--- config.mk ---
export PLATFORM = sky130hd
export DESIGN_NAME = pem_base64_body_decoder
export DESIGN_NICKNAME = d
export VERILOG_FILES = /design/src/rtl/pemb64_pkg.sv /design/src/rtl/pemb64_front.sv /design/src/rtl/pemb64_queue.sv /design/src/rtl/pemb64_back.sv /design/src/rtl/pem_base64_body_decoder.sv
export SDC_FILE = /design/constraint.sdc
export NUM_CORES = 1
export LEC_CHECK = 0
export ABC_AREA = 1
export BUFFER_PORTS_ARGS = -buffer_cell sky130_fd_sc_hd__buf_2
export CORE_UTILIZATION = 50
export CTS_BUF_LIST = sky130_fd_sc_hd__clkbuf_4 sky130_fd_sc_hd__clkbuf_8
export CTS_CLUSTER_DIAMETER = 60
export CTS_CLUSTER_SIZE = 20
export DETAILED_ROUTE_END_ITERATION = 6
export GPL_TIMING_DRIVEN = 0
export PLACE_DENSITY = 0.76
export SYNTH_ARGS = -nofsm -noshare
export SYNTH_HDL_FRONTEND = slang
export SYNTH_SLANG_ARGS = --single-unit
--- constraint.sdc ---
create_clock -name i_clk -period 8.81 [get_ports i_clk]
set_input_delay 0.881 -clock i_clk [delete_from_list [all_inputs] [get_ports i_clk]]
set_output_delay 0.881 -clock i_clk [all_outputs]
set_load 0.01 [all_outputs]
--- src/rtl/pemb64_pkg.sv ---
// Shared types, constants and the base64 alphabet lookup for the PEM body decoder.
`timescale 1ns / 1ps

package pemb64_pkg;

    localparam int QUEUE_DEPTH = 4;
    localparam int DELAY_LEN   = 5;
    localparam int CAP_W       = 16;

    localparam logic [7:0] ASCII_LF    = 8'h0A;
    localparam logic [7:0] ASCII_DASH  = 8'h2D;
    localparam logic [7:0] ASCII_PLUS  = 8'h2B;
    localparam logic [7:0] ASCII_SLASH = 8'h2F;
    localparam logic [7:0] ASCII_UC_A  = 8'h41;
    localparam logic [7:0] ASCII_UC_Z  = 8'h5A;
    localparam logic [7:0] ASCII_LC_A  = 8'h61;
    localparam logic [7:0] ASCII_LC_Z  = 8'h7A;
    localparam logic [7:0] ASCII_0     = 8'h30;
    localparam logic [7:0] ASCII_9     = 8'h39;

    localparam logic [5:0] SEXTET_PLUS  = 6'd62;
    localparam logic [5:0] SEXTET_SLASH = 6'd63;

    localparam logic [1:0] STATUS_OK        = 2'd0;
    localparam logic [1:0] STATUS_NO_HEADER = 2'd1;
    localparam logic [1:0] STATUS_EMPTY     = 2'd2;

    localparam logic KIND_DATA   = 1'b0;
    localparam logic KIND_STATUS = 1'b1;

    // One queue entry: up to one data result then up to one status result.
    typedef struct packed {
        logic             has_data;
        logic [7:0]       data;
        logic             has_status;
        logic [1:0]       status;
        logic [CAP_W-1:0] count;
    } t_entry;

    // Returns {valid, sextet}.
    function automatic logic [6:0] f_sextet(input logic [7:0] c);
        logic [7:0] d;
        logic [6:0] r;
        d = 8'd0;
        r = 7'd0;
        if (c >= ASCII_UC_A && c <= ASCII_UC_Z) begin
            d = c - ASCII_UC_A;
            r = {1'b1, d[5:0]};
        end else if (c >= ASCII_LC_A && c <= ASCII_LC_Z) begin
            d = c - ASCII_LC_A + 8'd26;
            r = {1'b1, d[5:0]};
        end else if (c >= ASCII_0 && c <= ASCII_9) begin
            d = c - ASCII_0 + 8'd52;
            r = {1'b1, d[5:0]};
        end else if (c == ASCII_PLUS) begin
            r = {1'b1, SEXTET_PLUS};
        end else if (c == ASCII_SLASH) begin
            r = {1'b1, SEXTET_SLASH};
        end
        return r;
    endfunction

endpackage

--- src/rtl/pemb64_front.sv ---
// Front end: header skip, five-byte delay line, sextet accumulator, byte count.
`timescale 1ns / 1ps

module pemb64_front
    import pemb64_pkg::*;
(
    input  logic             i_clk,
    input  logic             i_rst_n,
    input  logic             i_cfg_we,
    input  logic [CAP_W-1:0] i_cfg_data,
    input  logic             i_accept,
    input  logic [7:0]       i_text_byte,
    input  logic             i_end_of_text,
    output logic             o_push,
    output t_entry           o_entry
);

    localparam logic [1:0] PH_HEADER = 2'd0;
    localparam logic [1:0] PH_BODY   = 2'd1;
    localparam logic [1:0] PH_STOP   = 2'd2;

    localparam logic [2:0] FILL_FULL = 3'(DELAY_LEN);

    logic [CAP_W-1:0] r_cap;
    logic [1:0]       r_phase, n_phase;
    logic [7:0]       r_dly [DELAY_LEN];
    logic [7:0]       n_dly [DELAY_LEN];
    logic [2:0]       r_fill, n_fill;
    logic [5:0]       r_acc, n_acc;
    logic [2:0]       r_acc_bits, n_acc_bits;
    logic [CAP_W-1:0] r_count, n_count;

    logic [6:0]  lookup;
    logic [11:0] total;
    logic [2:0]  shift;
    logic        emit;
    logic [7:0]  dec_byte;
    t_entry      ent;

    always_comb begin
        n_phase    = r_phase;
        n_dly      = r_dly;
        n_fill     = r_fill;
        n_acc      = r_acc;
        n_acc_bits = r_acc_bits;
        n_count    = r_count;
        emit       = 1'b0;
        dec_byte   = 8'd0;
        lookup     = f_sextet(r_dly[0]);
        total      = {r_acc, lookup[5:0]};
        shift      = r_acc_bits - 3'd2;
        ent        = '0;

        unique case (r_phase)
            PH_HEADER: begin
                if (i_text_byte == ASCII_LF) begin
                    n_phase = PH_BODY;
                end
            end
            PH_BODY: begin
                if (r_fill < FILL_FULL) begin
                    n_dly[r_fill[2:0]] = i_text_byte;
                    n_fill = r_fill + 3'd1;
                end else if (r_dly[0] == ASCII_DASH && r_dly[1] == ASCII_DASH) begin
                    n_phase = PH_STOP;
                end else begin
                    if (r_count < r_cap && lookup[6]) begin
                        if (r_acc_bits != 3'd0) begin
                            // Completes a byte, leftover bits stay in the accumulator.
                            dec_byte   = 8'(total >> shift);
                            n_acc      = 6'(total & ((12'd1 << shift) - 12'd1));
                            n_acc_bits = shift;
                            n_count    = r_count + 1'b1;
                            emit       = 1'b1;
                        end else begin
                            n_acc      = lookup[5:0];
                            n_acc_bits = 3'd6;
                        end
                    end
                    for (int k = 0; k < DELAY_LEN - 1; k++) begin
                        n_dly[k] = r_dly[k+1];
                    end
                    n_dly[DELAY_LEN-1] = i_text_byte;
                end
            end
            default: ; // stopped, and the unused code
        endcase

        ent.has_data = emit;
        ent.data     = dec_byte;

        if (i_end_of_text) begin
            ent.has_status = 1'b1;
            if (n_phase == PH_HEADER) begin
                ent.status = STATUS_NO_HEADER;
                ent.count  = '0;
            end else begin
                ent.status = (n_count != '0) ? STATUS_OK : STATUS_EMPTY;
                ent.count  = n_count;
            end
            n_phase    = PH_HEADER;
            n_fill     = 3'd0;
            n_acc      = 6'd0;
            n_acc_bits = 3'd0;
            n_count    = '0;
        end
    end

    assign o_push  = i_accept && (ent.has_data || ent.has_status);
    assign o_entry = ent;

    always_ff @(posedge i_clk) begin
        if (!i_rst_n) begin
            r_cap      <= '1;
            r_phase    <= PH_HEADER;
            r_fill     <= 3'd0;
            r_acc      <= 6'd0;
            r_acc_bits <= 3'd0;
            r_count    <= '0;
        end else begin
            if (i_cfg_we) begin
                r_cap <= i_cfg_data;
            end
            if (i_accept) begin
                r_phase    <= n_phase;
                r_fill     <= n_fill;
                r_acc      <= n_acc;
                r_acc_bits <= n_acc_bits;
                r_count    <= n_count;
            end
        end
    end

    // Delay line payload, no reset.
    always_ff @(posedge i_clk) begin
        if (i_accept) begin
            r_dly <= n_dly;
        end
    end

    a_acc_even: assert property (@(posedge i_clk) disable iff (!i_rst_n)
        !r_acc_bits[0] && r_acc_bits <= 3'd6)
        else $error("accumulator bit count out of range");

    a_fill_range: assert property (@(posedge i_clk) disable iff (!i_rst_n)
        r_fill <= FILL_FULL)
        else $error("delay fill past its length");

endmodule

--- src/rtl/pemb64_queue.sv ---
// Small FIFO of result entries between the front and back ends.
`timescale 1ns / 1ps

module pemb64_queue
    import pemb64_pkg::*;
#(
    parameter int Depth = QUEUE_DEPTH
) (
    input  logic   i_clk,
    input  logic   i_rst_n,
    input  logic   i_push,
    input  t_entry i_entry,
    input  logic   i_pop,
    output logic   o_full,
    output logic   o_valid,
    output t_entry o_head
);

    localparam int PtrW = (Depth > 1) ? $clog2(Depth) : 1;
    localparam int CntW = $clog2(Depth + 1);

    t_entry            r_mem [Depth];
    logic [PtrW-1:0]   r_wr, r_rd;
    logic [CntW-1:0]   r_cnt;

    function automatic logic [PtrW-1:0] f_inc(input logic [PtrW-1:0] p);
        return (p == PtrW'(Depth - 1)) ? '0 : p + 1'b1;
    endfunction

    assign o_full  = (r_cnt == CntW'(Depth));
    assign o_valid = (r_cnt != '0);
    assign o_head  = r_mem[r_rd];

    always_ff @(posedge i_clk) begin
        if (!i_rst_n) begin
            r_wr  <= '0;
            r_rd  <= '0;
            r_cnt <= '0;
        end else begin
            if (i_push) begin
                r_wr <= f_inc(r_wr);
            end
            if (i_pop) begin
                r_rd <= f_inc(r_rd);
            end
            if (i_push && !i_pop) begin
                r_cnt <= r_cnt + 1'b1;
            end else if (!i_push && i_pop) begin
                r_cnt <= r_cnt - 1'b1;
            end
        end
    end

    always_ff @(posedge i_clk) begin
        if (i_push) begin
            r_mem[r_wr] <= i_entry;
        end
    end

    a_no_overflow: assert property (@(posedge i_clk) disable iff (!i_rst_n)
        i_push |-> !o_full)
        else $error("push into full queue");

    a_no_underflow: assert property (@(posedge i_clk) disable iff (!i_rst_n)
        i_pop |-> o_valid)
        else $error("pop from empty queue");

endmodule

--- src/rtl/pemb64_back.sv ---
// Back end: expands queue entries into result beats through an output register.
`timescale 1ns / 1ps

module pemb64_back
    import pemb64_pkg::*;
(
    input  logic             i_clk,
    input  logic             i_rst_n,
    input  logic             i_q_valid,
    input  t_entry           i_head,
    output logic             o_pop,
    output logic             o_out_valid,
    input  logic             i_out_ready,
    output logic             o_kind,
    output logic [7:0]       o_out_byte,
    output logic [1:0]       o_status,
    output logic [CAP_W-1:0] o_byte_count,
    output logic             o_run_last
);

    logic             r_valid, n_valid;
    logic             r_data_done, n_data_done;
    logic             r_kind, n_kind;
    logic [7:0]       r_byte, n_byte;
    logic [1:0]       r_status, n_status;
    logic [CAP_W-1:0] r_count, n_count;
    logic             r_last, n_last;
    logic             out_free, load;

    always_comb begin
        out_free    = !r_valid || i_out_ready;
        load        = 1'b0;
        o_pop       = 1'b0;
        n_data_done = r_data_done;
        n_kind      = r_kind;
        n_byte      = r_byte;
        n_status    = r_status;
        n_count     = r_count;
        n_last      = r_last;
        if (out_free && i_q_valid) begin
            load = 1'b1;
            if (i_head.has_data && !r_data_done) begin
                n_kind   = KIND_DATA;
                n_byte   = i_head.data;
                n_status = STATUS_OK;
                n_count  = '0;
                n_last   = !i_head.has_status;
                if (i_head.has_status) begin
                    n_data_done = 1'b1;
                end else begin
                    o_pop = 1'b1;
                end
            end else begin
                n_kind      = KIND_STATUS;
                n_byte      = 8'd0;
                n_status    = i_head.status;
                n_count     = i_head.count;
                n_last      = 1'b1;
                n_data_done = 1'b0;
                o_pop       = 1'b1;
            end
        end
        n_valid = load || (r_valid && !out_free);
    end

    always_ff @(posedge i_clk) begin
        if (!i_rst_n) begin
            r_valid     <= 1'b0;
            r_data_done <= 1'b0;
        end else begin
            r_valid     <= n_valid;
            r_data_done <= n_data_done;
        end
    end

    always_ff @(posedge i_clk) begin
        if (load) begin
            r_kind   <= n_kind;
            r_byte   <= n_byte;
            r_status <= n_status;
            r_count  <= n_count;
            r_last   <= n_last;
        end
    end

    assign o_out_valid  = r_valid;
    assign o_kind       = r_kind;
    assign o_out_byte   = r_byte;
    assign o_status     = r_status;
    assign o_byte_count = r_count;
    assign o_run_last   = r_last;

    a_status_last: assert property (@(posedge i_clk) disable iff (!i_rst_n)
        (r_valid && r_kind == KIND_STATUS) |-> r_last)
        else $error("status beat without run_last");

    a_data_clean: assert property (@(posedge i_clk) disable iff (!i_rst_n)
        (r_valid && r_kind == KIND_DATA) |-> (r_status == STATUS_OK && r_count == '0))
        else $error("data beat carries status fields");

endmodule

--- src/rtl/pem_base64_body_decoder.sv ---
// Top level of the PEM base64 body decoder.
`timescale 1ns / 1ps

// Usage:
//   Input channel (i_in_valid / o_in_ready): one PEM text byte per beat, with
//   i_end_of_text set on the final byte. Header bytes up to the first newline
//   are dropped; the body passes a five-byte delay line, so the last five
//   bytes of a text are never decoded, and decoding ends at a "--" pair.
//   Output channel (o_out_valid / i_out_ready): decoded bytes (o_kind = 0),
//   then one status beat (o_kind = 1) with the byte count after the last item.
//   o_run_last marks the final beat caused by one input item.
//   Config channel (i_cfg_valid / o_cfg_ready, always ready): output capacity.
// Timing:
//   An input beat is taken every cycle while the result queue has room. The
//   front end finishes each byte in the accepting cycle; the entry then passes
//   the result queue and the output register before o_out_valid rises.
//   An item that yields a data byte and a status gives two output beats, sent
//   by the single output register draining the queue one beat per cycle while i_out_ready is high.
// Reset: synchronous active-low; clears parse state, queue and output valid,
//   capacity returns to 65535. After each end-of-text item the parse state
//   clears so the next byte starts a new text.
// Stall: when i_out_ready is low the output holds, the queue fills
//   (QueueDepth entries), then o_in_ready drops until space frees up.

module pem_base64_body_decoder
    import pemb64_pkg::*;
#(
    parameter int QueueDepth = QUEUE_DEPTH
) (
    input  logic             i_clk,
    input  logic             i_rst_n,
    input  logic             i_cfg_valid,
    output logic             o_cfg_ready,
    input  logic [CAP_W-1:0] i_cfg_data,
    input  logic             i_in_valid,
    output logic             o_in_ready,
    input  logic [7:0]       i_text_byte,
    input  logic             i_end_of_text,
    output logic             o_out_valid,
    input  logic             i_out_ready,
    output logic             o_kind,
    output logic [7:0]       o_out_byte,
    output logic [1:0]       o_status,
    output logic [CAP_W-1:0] o_byte_count,
    output logic             o_run_last
);

    logic   q_full, q_valid, push, pop, accept;
    t_entry push_entry, head_entry;

    assign o_cfg_ready = 1'b1;
    assign o_in_ready  = !q_full;
    assign accept      = i_in_valid && !q_full;

    pemb64_front u_front (
        .i_clk         (i_clk),
        .i_rst_n       (i_rst_n),
        .i_cfg_we      (i_cfg_valid),
        .i_cfg_data    (i_cfg_data),
        .i_accept      (accept),
        .i_text_byte   (i_text_byte),
        .i_end_of_text (i_end_of_text),
        .o_push        (push),
        .o_entry       (push_entry)
    );

    pemb64_queue #(
        .Depth (QueueDepth)
    ) u_queue (
        .i_clk   (i_clk),
        .i_rst_n (i_rst_n),
        .i_push  (push),
        .i_entry (push_entry),
        .i_pop   (pop),
        .o_full  (q_full),
        .o_valid (q_valid),
        .o_head  (head_entry)
    );

    pemb64_back u_back (
        .i_clk        (i_clk),
        .i_rst_n      (i_rst_n),
        .i_q_valid    (q_valid),
        .i_head       (head_entry),
        .o_pop        (pop),
        .o_out_valid  (o_out_valid),
        .i_out_ready  (i_out_ready),
        .o_kind       (o_kind),
        .o_out_byte   (o_out_byte),
        .o_status     (o_status),
        .o_byte_count (o_byte_count),
        .o_run_last   (o_run_last)
    );

endmodule

==> flow_metrics.py <==
metrics = {
    "detailed_routing": {
        "ant_nets": 0,
        "drt_pass1_iterations": 5,
        "routed_wl_mm": 24.0,
        "via_per_inst": 5.40,
        "wl_per_cell_um": 15.4,
        "drc": 0,
        "dr.first_iter.drc_count": 726,
        "vias": 8414,
    },
    "timing": {
        "max_freq_ghz": 0.270,
        "finalMaxSlewViolations": 0,
        "rsz0062_at_grt": "no",
        "fin_setup_tns_ps": 0,
        "final_hold_viol_count": 0,
        "finalSetupViolations": 0,
        "hold_slack_ps": 472,
        "fin_skew_ps": 55.4,
        "fin_crit_ps": 3710,
        "maxSlewHeadroom_pct": 20.0,
        "worstMarginPinSlew_ps": 1190,
        "fin_ws_ps": 5100,
        "period_share_pct": 42.1,
    },
    "clock_tree": {
        "clock_latency_ps": 550,
        "cts_resized": 0,
        "clkTransAtPathRegs_ps": 120,
        "htree_levels": 1,
        "cts_tree": "built",
        "clk_path_buf_depth": 3,
        "cts.hold.buffers_added": 0,
        "cts_buffers": 19,
        "cts-root-buf": "clkbuf_8",
        "post_cts_buffers": 0,
        "cts.sinks": 236,
    },
    "place": {
        "gp_congestion": 0.910,
        "pre_cts_ws_ps": 5110,
        "dpl.hpwl_mm": 16.9,
        "io_buffers": 59,
        "dpl.cell_count": 1523,
    },
    "critical_path": {
        "worstSetupPathType": "flip-flop to flip-flop",
        "critPathCaptureType": "flip-flop",
        "rr_worst_depth": 20,
        "critical-path-max-stage-delay_ps": 530,
        "timing.rr.start": "u_front.r_dly[34]$_DFFE_PP_",
        "r2r-end": "u_queue.r_cnt[1]$_SDFFE_PN0P_",
        "r2r_slack_ps": 5100,
        "slowest_stage": "edfxtp_1",
        "cp_cell_sequence": "inv_1 -> ha_1 -> inv_1 -> nand2_1 -> nand2_1 -> nor2_1 -> nor2_2 -> nor2_2 -> nand2_1 -> nor2_2 -> nor2_4 -> nand3_2 -> inv_2 -> o21ai_4 -> inv_2 -> ha_1 -> inv_1 -> fa_1 -> o21ai_0 -> a21oi_1",
        "worstPathRequired_ps": 9260,
        "start_kind": "flip-flop",
        "path_max_fanout": 11,
        "worstPathArrival_ps": 4160,
    },
    "power_and_ir_drop": {
        "switching_share_pct": 32.8,
        "power_leakage_nw": 4.87,
        "p_comb_share_pct": 25.5,
        "p_switching_mw": 0.900,
        "pwr-share-clk_pct": 24.3,
        "p_per_area_mw_per_mm2": 223,
        "seqPwrFrac_pct": 50.3,
        "irDropWorstVdd_uv": 123,
        "p_int_mw": 1.84,
    },
    "global_routing": {
        "grt_pass1_vias": 7889,
        "grt.total_usage_pct": 21.8,
        "grt_max_degree": 29,
        "grt_pass1_wl_mm": 39.1,
        "overflow": 0,
        "grt_antenna_before_repair": 0,
    },
    "synth": {
        "async_flop_share_pct": 0,
        "yosysWarnings": 0,
        "syn_area_per_cell_um2": 9.43,
        "synth_top_family_by_area": "simple AND/OR/NAND/NOR gates",
        "synthFlopType": "edfxtp_1",
        "synthMuxAreaShare_pct": 0,
        "synth_compound_area_share_pct": 12.8,
        "seq_area_frac_synth_pct": 58.6,
        "yosys.area_share.adder_pct": 4.22,
        "synth-xor-area-share_pct": 0.550,
        "synth_top_area_share_pct": 48.5,
        "yosys_register_bits": 236,
        "yosysTopAreaCell": "edfxtp_1",
        "synthesis.area_mm2": 0.0111,
        "synth_area_leaders": "edfxtp_1, dfxtp_1, nand2_1",
        "synthDistinctLibCells": 39,
        "synth_edf_count": 180,
        "synth_cells": 1182,
        "synth-simple-area-share_pct": 17.3,
    },
    "run": {
        "maxCapViolCount": 0,
    },
    "worst_hold_path": {
        "min_from": "u_front.r_cap[14]$_SDFFE_PN1P_",
        "holdPathStages": 2,
        "min_to": "u_front.r_cap[14]$_SDFFE_PN1P_",
        "min_path_type": "flip-flop to flip-flop",
    },
    "die": {
        "dieArea_mm2": 0.0229,
        "start_util_pct": 51.1,
        "dieWidth_um": 151,
        "std_cell_rows": 54,
        "pin_count": 61,
        "core_mm2": 0.0218,
        "die_h_um": 151,
    },
    "cells_and_area": {
        "area_growth_pct": 10.3,
        "fillers": 1914,
        "final_cell_count_no_fill": 1557,
        "mostFrequentLayoutCell": "nand2_1",
        "antennaDiodeCount": 0,
        "fin_nets": 1331,
        "drive_gt1_share_pct": 11.1,
        "final_cell_mix": "nand2_1, edfxtp_1, nor2_1, o21ai_0, inv_1",
    },
    "status": {
        "status": "complete, no violations",
    },
}
==> through the flow <==
| step | power, mW | area (um^2) | utilization, % |
|---|---|---|---|
| 5_1_grt | 2.89 | 12300 | 56.3 |
| 2_1_floorplan | 1.85 | 11100 | - |
| 3_5_place_dp | 2.11 | 11900 | 54.3 |
| 4_1_cts | 2.75 | 12300 | 56.3 |
| 6_report | 2.74 | 12300 | 56.3 |
| 3_3_place_gp | 2.06 | 11800 | 54.0 |
==> power by group through the flow <==
stage | logic [mW] | clock network (mW) | registers (mW)
CTS | 0.701 | 0.673 | 1.38
global placement | 0.653 | 0 | 1.41
detailed placement | 0.700 | 0 | 1.41
finish | 0.698 | 0.665 | 1.38
floorplan | 0.397 | 0 | 1.45
global route | 0.787 | 0.713 | 1.39
==> per-layer routing <==
layer  routed length, um  track usage, %
met5                   0               0
met3                1480            2.71
met1               10900            29.9
met2               11200            36.4
met4                 429            5.80
==> logic make-up after synthesis <==
| logic type | count (synthesis) |
|---|---|
| flops | 236 |
| other cells | 1 |
| compound gates | 268 |
| xor+xnor | 7 |
| buf+inv | 188 |
| fa+ha+maj | 37 |
| simple gates | 445 |
==> flip-flops by register name, indices dropped and copies added, names as in the netlist, 3 cells and up, named ones only <==
name and cells:
u_front.r_fill 3, u_front.r_count 16, u_queue.r_mem 112, u_front.r_dly 40, u_back.o_byte_count 16, u_queue.r_cnt 3, u_front.r_acc 6, u_front.r_cap 16
u_back.o_out_byte 8
==> synth_stat cells, types with 4 or more instances <==
cell type  number
a211oi_1        6
a21oi_1        79
clkbuf_1       38
dfxtp_1        56
edfxtp_1      180
ha_1           36
inv_1         129
inv_2          11
nand2_1       199
nand2_2         4
nand3_1        33
nand3_2         7
nand3b_1        6
nand4_1        16
nor2_1        151
nor2_2          6
nor3_1         12
o211ai_1        4
o21ai_0       146
o22ai_1        24
xor2_1          7
==> how the worst max path moves through the flow <==
stage / depth (start not counted) / start / end / slack [ps]
after floorplan: 8 / i_out_ready / u_queue.r_cnt[1]$_SDFFE_PN0P_ / 4980
after global placement: 9 / i_out_ready / u_queue.r_cnt[1]$_SDFFE_PN0P_ / 3770
after detailed placement: 20 / u_front.r_dly[34]$_DFFE_PP_ / u_queue.r_cnt[1]$_SDFFE_PN0P_ / 5110
after CTS: 20 / u_front.r_dly[34]$_DFFE_PP_ / u_queue.r_cnt[1]$_SDFFE_PN0P_ / 5140
after global routing: 20 / u_front.r_dly[34]$_DFFE_PP_ / u_queue.r_cnt[1]$_SDFFE_PN0P_ / 4820
final: 20 / u_front.r_dly[34]$_DFFE_PP_ / u_queue.r_cnt[1]$_SDFFE_PN0P_ / 5100
==> worst max-delay path: cells and delay by family, from the launching register on <==
| family | cells | cell delay (ps) |
|---|---|---|
| compound gates | 3 | 590 |
| fa+ha+maj | 3 | 840 |
| buf+inv | 5 | 650 |
| flops | 1 | 530 |
| simple gates | 9 | 1030 |
==> cell type report <==
class	count	area (um^2)	share of cell area, %
Sequential cell	236	6530	53.1
Multi-Input combinational cell	759	3940	32.1
Inverter	144	543	4.42
Tap cell	280	350	2.85
Timing Repair Buffer	60	315	2.57
Clock buffer	25	307	2.49
Buffer	44	185	1.51
Clock inverter	9	124	1.01
(Power assumes the default switching activity.)
